===== src/rtl/nmif_pkg.sv =====
// nmif_pkg: shared constants and types for the neighbour majority index filter.
// Depends on nothing; nmif_position, nmif_vote and the top level refer to it by scoped names.
package nmif_pkg;

	// Configuration port
	localparam int CFG_IDX_W  = 2;
	localparam int CFG_DATA_W = 11;

	localparam logic [CFG_IDX_W-1:0] CFG_FRAME_ROWS   = 2'd0;
	localparam logic [CFG_IDX_W-1:0] CFG_FRAME_COLS   = 2'd1;
	localparam logic [CFG_IDX_W-1:0] CFG_NUM_COLORS   = 2'd2;
	localparam logic [CFG_IDX_W-1:0] CFG_BORDER_BLACK = 2'd3;

	// Field and register widths
	localparam int ROW_W  = 11;
	localparam int PIX_W  = 8;
	localparam int NCOL_W = 8;

	// Register reset values
	localparam logic [ROW_W-1:0]  RST_FRAME_ROWS = 11'd3;
	localparam logic [ROW_W-1:0]  RST_FRAME_COLS = 11'd3;
	localparam logic [NCOL_W-1:0] RST_NUM_COLORS = 8'd2;

	// Frame and vote constants
	localparam int ROW_LIMIT = 1024;
	localparam int MAJORITY  = 6;
	localparam logic [PIX_W-1:0] BORDER_INDEX = 8'd0;

	// What the position tracker decides for one item
	typedef struct packed {
		logic have;    // item yields a result
		logic border;  // result pixel sits on the frame border
		logic last;    // result pixel is the last of the frame
	} nmif_tag_t;

endpackage


===== src/rtl/nmif_vote.sv =====
// nmif_vote: majority vote over the eight neighbors of the window center.
// Depends on nmif_pkg.
module nmif_vote #(
	parameter int INDEX_BITS = 8
) (
	input  logic [7:0][INDEX_BITS-1:0]    nb,
	input  logic [nmif_pkg::NCOL_W-1:0]   num_colors,
	output logic [INDEX_BITS-1:0]         winner
);

	logic [3:0] cnt [8];
	logic [7:0] hit;

	// At most one index can reach the majority, so the hits are just OR-ed
	always_comb begin
		winner = '0;
		for (int k = 0; k < 8; k++) begin
			cnt[k] = '0;
			for (int m = 0; m < 8; m++) begin
				cnt[k] = cnt[k] + 4'(nb[m] == nb[k]);
			end
			hit[k] = (8'(nb[k]) != nmif_pkg::BORDER_INDEX)
				&& (8'(nb[k]) <= num_colors)
				&& (32'(cnt[k]) >= nmif_pkg::MAJORITY);
			if (hit[k]) begin
				winner = winner | nb[k];
			end
		end
	end

endmodule


===== config.mk =====
export PLATFORM = sky130hd
export DESIGN_NAME = nmif_vote
export DESIGN_NICKNAME = d
export VERILOG_FILES = /design/src/rtl/nmif_pkg.sv /design/src/rtl/nmif_vote.sv
export SDC_FILE = /design/constraint.sdc
export NUM_CORES = 1
export LEC_CHECK = 0
export ABC_AREA = 0
export BUFFER_PORTS_ARGS = -buffer_cell sky130_fd_sc_hd__buf_4
export CAP_MARGIN = 25
export CELL_PAD_IN_SITES_DETAIL_PLACEMENT = 1
export CELL_PAD_IN_SITES_GLOBAL_PLACEMENT = 1
export CORE_ASPECT_RATIO = 0.6
export CORE_MARGIN = 8
export CORE_UTILIZATION = 46
export DETAILED_ROUTE_END_ITERATION = 16
export GPL_ROUTABILITY_DRIVEN = 1
export PLACE_DENSITY_LB_ADDON = 0.1
export SLEW_MARGIN = 20
export SYNTH_ARGS = -nofsm -noshare
export SYNTH_HDL_FRONTEND = slang
export SYNTH_SLANG_ARGS = --single-unit
export TNS_END_PERCENT = 20

===== constraint.sdc =====
create_clock -name vclk -period 6.53
set_clock_uncertainty 0.05 [all_clocks]
set_input_delay 0.9795 -clock vclk [all_inputs]
set_output_delay 0.9795 -clock vclk [all_outputs]
set_load 0.05 [all_outputs]

# Yosys cells after proc, flatten, opt, wreduce, memory -nomap -nowiden

Index checks and enable logic that the tools add are counted.

Register bits: 0
Word-level logic and storage cells: 167
Output and inout port bits: 8
Input port bits: 72

Reduce and logical (&&, ||, !) cells: 24
Bitwise logic cells: 7
$lt $le $gt $ge: 16
Add/subtract/negate cells: 56
Eq/ne operators: 56
Mux-type cells: 8

Operators by type and width:

| operator              | number |
|---|---|
| $eq A8 B8 Y1          | 56 |
| $add A4 B1 Y4         | 28 |
| $le A8 B8 Y1          | 8 |
| $mux W8               | 8 |
| $reduce_bool A8 Y1    | 8 |
| $or A8 B8 Y8          | 7 |
| $ge A4 B3 Y1 const B  | 8 |
| $add A3 B1 Y4         | 7 |
| $add A2 B1 Y3         | 7 |
| $add A4 B1 Y4 const B | 4 |
| $logic_and A1 B1 Y1   | 16 |
| $add A1 B1 Y2         | 6 |
| $add A3 B1 Y4 const B | 1 |
| $add A2 B1 Y3 const B | 1 |
| $add A1 B1 Y2 const A | 1 |
| $add A1 B1 Y2 const B | 1 |

# Longest topological paths before layout

Depth in word-level cells: 25
Mapped depth: 17
Depth with buffers taken out: 16

# Worst setup path before layout

OpenSTA, ideal clock, no wires.

Kind: input to output
Start: input port nb[11] (netlist bit)
End: output port winner[1]
Required time: 5,500 ps
Buffers on the path: 1
Stages: 17
Data arrival time: 5,290 ps
Slack: 211 ps
Cells stage by stage: clkbuf_1 xor2_1 nor4_1 nand4_1 ha_1 fa_1 inv_1 fa_1 ha_1 inv_1 fa_1 inv_1 a221o_1 a21oi_2 a21oi_2 a222oi_1 nand3_1

Word-level cells in the longest chain between the ends: 25
Elaborated cells between the ends (all ways): 104
Classes of those cells: add/sub (56); order compare (9); eq/ne (14); mux (8); bitwise (7); reduce/logical (10)

Ends and longest elaborated chain:

| element                     | line            | source |
|---|---|---|
| start, declared             | nmif_vote.sv:6  | `input logic [7:0][INDEX_BITS-1:0] nb,` |
| $eq A8 B8 Y1                | nmif_vote.sv:20 | `cnt[k] = cnt[k] + 4'(nb[m] == nb[k]);` |
| $add A1 B1 Y2               | nmif_vote.sv:20 |  |
| $add A2 B1 Y3               | nmif_vote.sv:20 |  |
| $add A3 B1 Y4               | nmif_vote.sv:20 |  |
| $add A4 B1 Y4 (4 in series) | nmif_vote.sv:20 |  |
| $ge A4 B3 Y1                | nmif_vote.sv:24 | `&& (32'(cnt[k]) >= nmif_pkg::MAJORITY);` |
| $logic_and A1 B1 Y1         | nmif_vote.sv:24 |  |
| $mux W8                     | nmif_vote.sv:25 | `if (hit[k]) begin` |
| (+6 left out)               | n/a             |  |
| $or A8 B8 Y8                | nmif_vote.sv:26 | `winner = winner \| nb[k];` |
| $mux W8                     | nmif_vote.sv:25 |  |
| $or A8 B8 Y8                | nmif_vote.sv:26 |  |
| $mux W8                     | nmif_vote.sv:25 |  |
| $or A8 B8 Y8                | nmif_vote.sv:26 |  |
| $mux W8                     | nmif_vote.sv:25 |  |
| $or A8 B8 Y8                | nmif_vote.sv:26 |  |
| $mux W8 (*)                 | nmif_vote.sv:25 |  |
| end, declared               | nmif_vote.sv:8  | `output logic [INDEX_BITS-1:0] winner` |

Every way passes the cells marked *; elsewhere a longest branch is shown, timed or not.

# Worst setup path after layout

Start: input port nb[26] (netlist bit)
End: output port winner[5]

Word-level cells in the longest chain between the ends: 23
Elaborated cells between the ends (all ways): 90
Classes of those cells: add/sub (42); order compare (9); eq/ne (14); mux (8); bitwise (7); reduce/logical (10)

Ends and longest elaborated chain:

| element                     | line |
|---|---|
| $eq A8 B8 Y1                | nmif_vote.sv:20 |
| $add A3 B1 Y4               | nmif_vote.sv:20 |
| $add A4 B1 Y4 (4 in series) | nmif_vote.sv:20 |
| $ge A4 B3 Y1                | nmif_vote.sv:24 |
| $logic_and A1 B1 Y1         | nmif_vote.sv:24 |
| $mux W8                     | nmif_vote.sv:25 |
| $or A8 B8 Y8                | nmif_vote.sv:26 |
| $mux W8                     | nmif_vote.sv:25 |
| (+4 left out)               | n/a |
| $or A8 B8 Y8                | nmif_vote.sv:26 |
| $mux W8                     | nmif_vote.sv:25 |
| $or A8 B8 Y8                | nmif_vote.sv:26 |
| $mux W8                     | nmif_vote.sv:25 |
| $or A8 B8 Y8                | nmif_vote.sv:26 |
| $mux W8                     | nmif_vote.sv:25 |
| $or A8 B8 Y8                | nmif_vote.sv:26 |
| $mux W8 (*)                 | nmif_vote.sv:25 |

Marked as above.

==> flow_summary.yaml <==
yosys:
  synth_area_um2: 5610
  syn_nets: 891
  postSynthCellCount: 699
  synth_area_per_cell_um2: 8.03
  ys_types: 26
  ys_warn_count: 0
  yosysSeqAreaShare_pct: 0
timing:
  worst_slack_ns: 0.0415
  holdWs_ns: 2.41
  period_needed_ns: 6.49
  finalHoldViolCount: 0
  setup_viol: 0
  finalMaxSlewViolations: 0
  max_freq_mhz: 154
  worstMarginPinSlew_ns: 0.657
  timing.slew.headroom_pct: 55.9
  period_share_pct: 99.4
worst_hold_path:
  hp-class: "in -> out"
flow_run:
  drv_cap: 0
final_layout:
  seq_area_um2: 0
  final_common_cell: "xor2_1"
  syn2layout_area_growth_pct: 20.7
  nClkBuffers: 0
  fin_nets: 965
  diodes: 0
  seq_cells: 0
  final_core_util_pct: 56.5
  drive_gt1_share_pct: 21.7
  stdcell_area_um2: 6770
  layout_common_cells: "xor2_1, buf_4, ha_1"
critical_path:
  crit_path_start_kind: "input port"
  critPathKind: "in -> out"
  end_kind: "output pin"
  path_max_fanout: 8
  required_ns: 5.50
  worstPathArrival_ns: 5.46
  crit_end: "winner[5]"
  cp-startpoint: "nb[26]"
place:
  port_buffers: 80
  dpl.hpwl_mm: 20.0
  gp_congestion: 0.981
  pre_cts_slack_ns: -0.0839
  placed_area_um2: 6570
route:
  vias: 5806
  drtIter0Drc: 627
  vias_per_cell: 6.20
  drt_pass1_iterations: 5
  totalWireLength_mm: 24.4
  ant_nets: 0
  remaining_drc_errors: 0
  routedWlPerCell_um: 26.1
clock_network:
  postCtsHoldBufs: 0
die:
  dieWidth_um: 159
  dieArea_um2: 16100
  placeableCoreArea_um2: 12000
  die_y_um: 102
  rows: 31
  start_util_pct: 46.8
  io_pins: 80
global_routing:
  grt_usage_pct: 29.8
  antenna_found_initial: 0
  grt_start_max_net_pins: 10
  grt.overflow.total: 0
  first_global_vias: 6316
  grt_pass1_wl_mm: 36.5
power_and_ir_drop:
  p_leak_uw: 0.00337
  finalPower_uw: 402
  p_per_area_nw_per_um2: 59.4
  ir_worst_vdd_v: 0.0000493
outcome:
  outcome: "finished, final reports clean"
[worst min path at each step]
stage | cells past startpoint | endpoint | start
2_1_floorplan | 3 | winner[1] | nb[49]
3_3_place_gp | 4 | winner[0] | nb[32]
3_5_place_dp | 4 | winner[0] | nb[32]
4_1_cts | 4 | winner[0] | nb[32]
5_1_grt | 4 | winner[0] | nb[32]
6_report | 4 | winner[0] | nb[32]
[critical path, stage by stage]
cell and delay (ns):
buf_4 0.16, xor2_2 0.16, nor4_2 0.37, nand4_1 0.25, ha_4 0.30, fa_1 0.51
inv_2 0.04, fa_1 0.48, ha_2 0.18, inv_2 0.04, fa_1 0.52, inv_1 0.05
a221o_1 0.32, a21oi_2 0.17, a21oi_4 0.08, a222oi_1 0.40, nand3_1 0.22, buf_6 0.22
[metal layers]
| layer | global-route usage, % | share of wire [%] | vias up |
|---|---|---|---|
| met3 | 3.32 | 9.4 | 54 |
| li1 | - | - | 2566 |
| met5 | 0 | 0 | - |
| met2 | 47.8 | 43 | 331 |
| met1 | 41.5 | 44 | 2855 |
| met4 | 8.00 | 3.1 | 0 |
[per-stage QoR]
| stage | setup TNS [ns] | cells |
|---|---|---|
| global placement | -0.0179 | 933 |
| global route | -0.100 | 936 |
| detailed placement | -0.164 | 933 |
| CTS | 0 | 933 |
| finish | 0 | 936 |
| floorplan | 0 | 699 |
[report_power, final]
part / leakage [uW] / internal (uW) / switching, uW
Clock: 0 / 0 / 0
Sequential: 0 / 0 / 0
Combinational: 0.00337 / 162 / 240
Total: 0.00337 / 162 / 240
[layout make-up]
cell class / count / area (um^2)
multi-input combinational: 575 / 5300
fill: 1446 / 5210
timing repair buffer: 136 / 1040
inverter: 60 / 225
tap: 165 / 206
[timing repair]
item,in CTS,in global routing
pin swaps,2,22
setup endpoints to repair,6,8
setup buffers,0,5
resized for setup,4,28
[Yosys cell counts (all sizes together) (13+ instances only)]
master,number,area [um^2]
clkbuf,38,143
nor4,44,275
xor2,195,1710
nor2,17,63.8
o211ai,13,97.6
fa,24,480
a21oi,20,123
a222oi,16,160
buf,26,106
ha,96,1200
a22oi,15,113
inv,60,225
xnor2,36,315
nand2,19,71.3
nand4,33,206
[logic make-up after synthesis]
kind of cell             synth area share [%]
XOR/XNOR                                 36.1
AND/OR/NAND/NOR                          13.5
buffers and inverters                    8.45
adder cells (fa/ha/maj)                  30.0
AO/OA/AOI/OAI                            12.0
(Power assumes the default switching activity.)
