<file path="config.mk">
export PLATFORM = sky130hd
export DESIGN_NAME = nmif_position
export DESIGN_NICKNAME = d
export VERILOG_FILES = /design/src/rtl/nmif_pkg.sv /design/src/rtl/nmif_position.sv
export SDC_FILE = /design/constraint.sdc
export NUM_CORES = 1
export LEC_CHECK = 0
export ABC_AREA = 0
export ABC_CLOCK_PERIOD_IN_PS = 9410
export BUFFER_PORTS_ARGS = -buffer_cell sky130_fd_sc_hd__buf_2
export CAP_MARGIN = 20
export CORE_MARGIN = 4
export CORE_UTILIZATION = 55
export CTS_CLUSTER_DIAMETER = 40
export CTS_CLUSTER_SIZE = 16
export DETAILED_ROUTE_END_ITERATION = 7
export GPL_TIMING_DRIVEN = 0
export PLACE_DENSITY = 0.8
export SYNTH_ARGS = -nofsm -noshare
export SYNTH_HDL_FRONTEND = slang
export SYNTH_SLANG_ARGS = --single-unit
</file>
<file path="constraint.sdc">
create_clock -name clk -period 9.41 [get_ports clk]
set_input_delay 1.882 -clock clk [delete_from_list [all_inputs] [get_ports clk]]
set_output_delay 1.882 -clock clk [all_outputs]
set_load 0.005 [all_outputs]
</file>
<file path="src/rtl/nmif_pkg.sv">
// nmif_pkg: shared constants and types for the neighbour majority index filter.
// Depends on nothing; nmif_position, nmif_vote and the top level refer to it by scoped names.
package nmif_pkg;

	// Configuration port
	localparam int CFG_IDX_W  = 2;
	localparam int CFG_DATA_W = 11;

	localparam logic [CFG_IDX_W-1:0] CFG_FRAME_ROWS   = 2'd0;
	localparam logic [CFG_IDX_W-1:0] CFG_FRAME_COLS   = 2'd1;
	localparam logic [CFG_IDX_W-1:0] CFG_NUM_COLORS   = 2'd2;
	localparam logic [CFG_IDX_W-1:0] CFG_BORDER_BLACK = 2'd3;

	// Field and register widths
	localparam int ROW_W  = 11;
	localparam int PIX_W  = 8;
	localparam int NCOL_W = 8;

	// Register reset values
	localparam logic [ROW_W-1:0]  RST_FRAME_ROWS = 11'd3;
	localparam logic [ROW_W-1:0]  RST_FRAME_COLS = 11'd3;
	localparam logic [NCOL_W-1:0] RST_NUM_COLORS = 8'd2;

	// Frame and vote constants
	localparam int ROW_LIMIT = 1024;
	localparam int MAJORITY  = 6;
	localparam logic [PIX_W-1:0] BORDER_INDEX = 8'd0;

	// What the position tracker decides for one item
	typedef struct packed {
		logic have;    // item yields a result
		logic border;  // result pixel sits on the frame border
		logic last;    // result pixel is the last of the frame
	} nmif_tag_t;

endpackage

</file>
<file path="src/rtl/nmif_position.sv">
// nmif_position: raster position tracker; decides per item whether it yields a result.
// Depends on nmif_pkg.
module nmif_position #(
	parameter int MAX_COLS = 1024
) (
	input  logic                             clk,
	input  logic                             arst_n,
	input  logic                             accept,
	input  logic [nmif_pkg::ROW_W-1:0]       frame_rows,
	input  logic [nmif_pkg::ROW_W-1:0]       frame_cols,
	output logic [$clog2(MAX_COLS)-1:0]      col,
	output nmif_pkg::nmif_tag_t              tag
);

	localparam int CW = $clog2(MAX_COLS);
	localparam int RW = nmif_pkg::ROW_W;

	logic [RW-1:0] row_q;
	logic [CW-1:0] col_q;

	logic [RW-1:0] rows;
	logic [CW:0]   cols;
	logic [RW-1:0] orow;
	logic [CW:0]   ocol;
	logic          have0;
	logic          last;
	logic [RW-1:0] nrow;
	logic [CW:0]   ncol;

	// Sizes clamped to their usable ranges
	always_comb begin
		if (frame_rows == '0) begin
			rows = RW'(1);
		end else if (32'(frame_rows) > nmif_pkg::ROW_LIMIT) begin
			rows = RW'(nmif_pkg::ROW_LIMIT);
		end else begin
			rows = frame_rows;
		end
		if (frame_cols == '0) begin
			cols = (CW+1)'(1);
		end else if (32'(frame_cols) > MAX_COLS) begin
			cols = (CW+1)'(MAX_COLS);
		end else begin
			cols = (CW+1)'(frame_cols);
		end
	end

	// Which pixel's result this item completes
	always_comb begin
		if (col_q != '0) begin
			have0 = row_q >= RW'(1);
			orow  = row_q - RW'(1);
			ocol  = (CW+1)'(col_q) - (CW+1)'(1);
		end else begin
			have0 = row_q >= RW'(2);
			orow  = row_q - RW'(2);
			ocol  = cols - (CW+1)'(1);
		end
		last       = (orow == rows - RW'(1)) && (ocol == cols - (CW+1)'(1));
		tag.have   = have0 && (orow < rows);
		tag.border = (orow == '0) || ((RW+1)'(orow) + (RW+1)'(1) >= (RW+1)'(rows))
			|| (ocol == '0) || ((CW+2)'(ocol) + (CW+2)'(2) > (CW+2)'(cols));
		tag.last   = last;
	end

	// Next position
	always_comb begin
		if ((CW+1)'(col_q) + (CW+1)'(1) >= cols) begin
			ncol = '0;
			nrow = row_q + RW'(1);
		end else begin
			ncol = (CW+1)'(col_q) + (CW+1)'(1);
			nrow = row_q;
		end
		if ((RW+1)'(nrow) > (RW+1)'(rows) + (RW+1)'(1)) begin
			nrow = '0;
			ncol = '0;
		end
		if (tag.have && last) begin
			nrow = '0;
			ncol = '0;
		end
	end

	always_ff @(posedge clk or negedge arst_n) begin
		if (!arst_n) begin
			row_q <= '0;
			col_q <= '0;
		end else if (accept) begin
			row_q <= nrow;
			col_q <= ncol[CW-1:0];
		end
	end

	assign col = col_q;

endmodule

</file>
After elaboration in Yosys (flattened, before gate mapping)
Index checks and enable logic that the tools add are counted.
{"block": "op_classes", "addsub": 10, "multipliers": 0, "div": 0, "magnitude_cmp": 9, "n_eq_ne": 2, "shifts": 0, "mux": 13, "bitwise": 0, "n_reduce_logical": 11}
{"cell": "11-bit 2-to-1 mux", "n": 9}
{"cell": "11-bit zero test", "n": 4}
{"cell": "11-bit by 1-bit subtractor with 11-bit output (second input constant)", "n": 3}
{"cell": "10-bit 2-to-1 mux", "n": 3}
{"cell": "11-bit by 1-bit adder with 12-bit output (second input constant)", "n": 2}
{"cell": "11-bit equality test", "n": 2}
{"cell": "11-bit greater-than comparator (second input constant)", "n": 2}
{"cell": "11-bit by 2-bit adder with 12-bit output (second input constant)", "n": 1}
{"cell": "12-bit by 11-bit >= comparator with 1-bit output", "n": 1}
{"cell": "11-bit by 12-bit greater-than comparator with 1-bit output", "n": 1}
{"cell": "12-bit by 11-bit greater-than comparator with 1-bit output", "n": 1}
{"cell": "10-bit by 1-bit adder with 11-bit output (second input constant)", "n": 1}
{"cell": "11-bit by 1-bit adder with 11-bit output (second input constant)", "n": 1}
{"cell": "11-bit by 1-bit >= comparator with 1-bit output (second input constant)", "n": 1}
{"cell": "11-bit >= comparator", "n": 1}
{"cell": "11-bit by 2-bit >= comparator with 1-bit output (second input constant)", "n": 1}
{"cell": "11-bit less-than comparator", "n": 1}
{"cell": "10-bit by 1-bit subtractor with 11-bit output (second input constant)", "n": 1}
{"cell": "11-bit by 2-bit subtractor with 11-bit output (second input constant)", "n": 1}
{"cell": "10-bit nonzero test", "n": 1}
{"cell": "1-bit logical AND", "n": 3}
{"cell": "1-bit logical OR", "n": 3}
{"cell": "1-bit 2-to-1 mux", "n": 1}
{"block": "totals", "register_bits": 21, "latch_bits": 0, "mem_bits_rw": 0, "romBits": 0, "input_bits": 25, "output_inout_bits": 13, "word_cells": 47, "mem_count": 0}

Depth between registers and ports, before layout
{"block": "depth", "word_depth": 9, "ltp_mapped": 26, "mapped_depth_nobuf": 23}

Worst setup path before layout
Ideal clock, no wire load.
{"block": "synth_path", "path_kind": "input to output", "start": "input port frame_cols[7] (netlist name)", "end": "output port tag[1] (netlist name)", "arrival_ps": 5363, "required_ps": 7528, "setup_slack_ps": 2165, "stages": 18, "n_path_buf": 1, "path_cell_list": "or4_1 -> nor3_1 -> o21a_1 -> inv_1 -> ha_1 -> clkbuf_1 -> nor2b_1 -> a31oi_1 -> o21ai_0 -> a22oi_1 -> nand4_1 -> nor2_1 -> xor2_1 -> ha_1 -> a21o_1 -> a211oi_1 -> o21ai_0 -> a211o_1"}
{"item": "start, declared", "line": "nmif_position.sv:10", "rtl": "input logic [nmif_pkg::ROW_W-1:0] frame_cols,"}
{"item": "end, declared", "line": "nmif_position.sv:12", "rtl": "output nmif_pkg::nmif_tag_t tag"}

==> flow_summary.toml <==
[status]
run_status = "finished clean"

[logic_synthesis]
synth_nets = 748
ys_types = 81
synth_ff_type = "sky130_fd_sc_hd__dfrtp_1"
synth-edff-count = 0
yosys.area.top_type_share = 0.1777
ys_async_sr_fraction = 1.000
synth_top_cell_by_area = "sky130_fd_sc_hd__ha_1"
synth.avg_cell_area_um2 = 7.547
netlist_instances = 653
mappedNetlistArea_mm2 = 0.004928
number_of_warnings_reported_in_the_yosys_synthesis_log = 0
synth_seq_cells = 21
seq_area_frac_synth = 0.1066
synth.top_cells.by_area = "sky130_fd_sc_hd__ha_1, sky130_fd_sc_hd__dfrtp_1, sky130_fd_sc_hd__xnor2_1, sky130_fd_sc_hd__nand2_1, sky130_fd_sc_hd__inv_1"

[clock_tree]
path_clk_slew_ns = 0.08
cts_tree = "yes"
tritoncts_sink_count = 21
postCtsSetupBuffers = 0
cts-root-buf = "sky130_fd_sc_hd__clkbuf_8"
ctsLongestPathBuffers = 2
postCtsHoldBufs = 0
h-tree-depth = 1
post_cts.resized_instances = 0
tritoncts.num_buffers = 3
clk-insertion-delay-late_ns = 0.26

[sta]
final_hold_violations = 0
setup-violations-final = 0
worst_margin_slew_ns = 0.7328
min_period_over_period = 0.8654
clock_skew_ns = 0.008987
worst_hold_slack_ns = 0.6430
finalMaxSlewViolations = 0
final_period_minus_worst_setup_slack_ns = 8.144
achievable-frequency_ghz = 0.1228
postLayoutSetupSlackWorst_ns = 1.266
grt_setup_unrepaired = "no"
tns_ns = 0
relSlewSlack = 0.5077

[die]
core-area_mm2 = 0.008721
starting_density_of_the_core = 0.5651
std_cell_rows = 34
floorplan.die_area_mm2 = 0.01054
die_y_um = 102.7
boundaryPins = 38
die_width_um = 102.7

[setup_path]
arrival_ns = 6.26
worstSetupPathType = "in -> out"
worstPathMaxFanout = 10
timing.critical_path.to = "tag[1]"
crit_path_start_kind = "input port"
worst_r2r_end = "col[0]"
timing.critical_path.required_ns = 7.53
worstRegToRegCells = 21
cp-end-kind = "output port"
timing.reg2reg.setup_slack_ns = 3.91
r2r-start = "col[5]"
setup.worst_path.start = "frame_cols[7]"

[grt]
global_route.usage.total = 0.2670
grt_max_degree = 22
grt_pass1_wl_um = 22770
global_route_congestion_overflow_total = 0
via_count_of_the_first_global_routing_pass = 4878
grt_antenna_before_repair = 0

[layout]
most-common-layout-cells = "sky130_fd_sc_hd__ha_1, sky130_fd_sc_hd__nand2_1, sky130_fd_sc_hd__inv_1, sky130_fd_sc_hd__nor2_1, sky130_fd_sc_hd__xnor2_1"
num_antenna_cells = 0
synthToLayoutAreaGrowth_pct = 7.438
drive_above_1_share = 0.1182
layout.cells.most_common = "sky130_fd_sc_hd__ha_1"
nets = 790
final_area_mm2 = 0.005295
multiInputGateArea_mm2 = 0.004031
number_of_standard_cells_in_the_layout_taps_in_and_fillers_out = 802
n_fill_cell = 801
sequential_cell_area_um2 = 525.5

[placement]
dp.cells = 796
place_congestion = 0.9523
post_dp_cell_area_mm2 = 0.005239
dpl.hpwl_um = 11290
numPortBuffers = 35
pre_cts_ws_ns = 1.306

[flow_run]
maxCapViolations = 0

[power_and_ir_drop]
ir_drop_mv = 0.2193
reported_leakage_power_uw = 0.002460
power.density_cell_area_mw_per_mm2 = 328.9

[route]
postRouteWirelength_um = 13710
num_vias = 4967
routed_wire_length_per_instance_um = 17.09
detail_route.iter0.violations = 397
vias_per_cell = 6.193
postRouteAntennaNets = 0
drt_drc_violations_left = 0
drt_first_pass_iters = 5

[worst_hold_path]
hold_path_class = "reg -> reg"
worst min-delay path by stage:
stage                        start       end  depth (start not counted)
after floorplan           row_q[8]  row_q[8]                          2
after global routing      row_q[8]  row_q[8]                          2
after global placement    row_q[8]  row_q[8]                          2
final                     row_q[8]  row_q[8]                          2
after CTS                 row_q[8]  row_q[8]                          2
after detailed placement  row_q[8]  row_q[8]                          2
power breakdown:
part | internal (uW) | total (uW) | switching, uW
Clock | 29.5 | 59.3 | 29.8
Combinational | 670 | 1550 | 880
Sequential | 110 | 132 | 22.1
synthesized netlist by cell type, drive strengths merged (3+ instances only):
| library cell | count |
|---|---|
| a211oi | 4 |
| a21o | 16 |
| a21oi | 31 |
| a31oi | 7 |
| a32oi | 3 |
| and3 | 11 |
| and4 | 4 |
| buf | 10 |
| clkbuf | 22 |
| dfrtp | 21 |
| ha | 70 |
| inv | 54 |
| mux2i | 7 |
| nand2 | 57 |
| nand2b | 13 |
| nand3 | 24 |
| nand4 | 15 |
| nor2 | 47 |
| nor2b | 16 |
| nor3 | 22 |
| nor4 | 14 |
| nor4b | 3 |
| o2111ai | 4 |
| o211ai | 6 |
| o21a | 13 |
| o21ai | 24 |
| o22ai | 5 |
| o2bb2ai | 7 |
| o31ai | 6 |
| or2 | 4 |
| or3 | 4 |
| or4 | 7 |
| xnor2 | 45 |
| xor2 | 22 |
registers in the layout (all words and copies together), names as in the netlist:
register,cells
col,10
row_q,11
stage by stage:
| stage | utilization | total power, uW |
|---|---|---|
| floorplan | - | 1315 |
| global placement | 0.6007 | 1596 |
| detailed placement | 0.6007 | 1657 |
| CTS | 0.6060 | 1726 |
| global route | 0.6072 | 1938 |
| finish | 0.6072 | 1741 |
worst max-delay path: stages:
cell                       delay [ns]
sky130_fd_sc_hd__buf_2           0.13
sky130_fd_sc_hd__or4_1           0.62
sky130_fd_sc_hd__nor3_1          0.17
sky130_fd_sc_hd__o21a_1          0.21
sky130_fd_sc_hd__inv_1           0.07
sky130_fd_sc_hd__ha_1            0.17
sky130_fd_sc_hd__clkbuf_1        0.22
sky130_fd_sc_hd__nor2b_1         0.20
sky130_fd_sc_hd__a31oi_1         0.17
sky130_fd_sc_hd__o21ai_0         0.20
sky130_fd_sc_hd__a22oi_1         0.42
sky130_fd_sc_hd__nand4_1         0.19
sky130_fd_sc_hd__nor2_1          0.22
sky130_fd_sc_hd__xor2_1          0.20
sky130_fd_sc_hd__ha_1            0.27
sky130_fd_sc_hd__a21o_1          0.18
sky130_fd_sc_hd__a211oi_1        0.22
sky130_fd_sc_hd__o21ai_0         0.13
sky130_fd_sc_hd__a211o_1         0.27
sky130_fd_sc_hd__buf_2           0.13
area by class of cell:
| type | instances | share of cell area |
|---|---|---|
| inverters | 56 | 0.03970 |
| clock buffers | 3 | 0.007798 |
| clock inverters | 1 | 0.0009452 |
| well taps | 108 | 0.02552 |
| flip-flops and latches | 21 | 0.09924 |
| plain buffers | 32 | 0.03048 |
| repair buffers | 37 | 0.03497 |
| multi-input cells | 544 | 0.7613 |
layer usage:
metal | wire length [um] | track usage
met1 | 5882 | 0.3303
met2 | 6501 | 0.4692
met3 | 712 | 0.02639
met4 | 614 | 0.1150
met5 | 0 | 0
kinds of logic after synthesis:
logic type | Yosys count | share of synthesized area
simple gates | 248 | 0.2752
xor+xnor | 68 | 0.1290
flops | 21 | 0.1066
mux | 8 | 0.01726
buf+inv | 88 | 0.07540
compound gates | 150 | 0.2188
fa+ha+maj | 70 | 0.1777
Power figures use the tool's default switching activity.
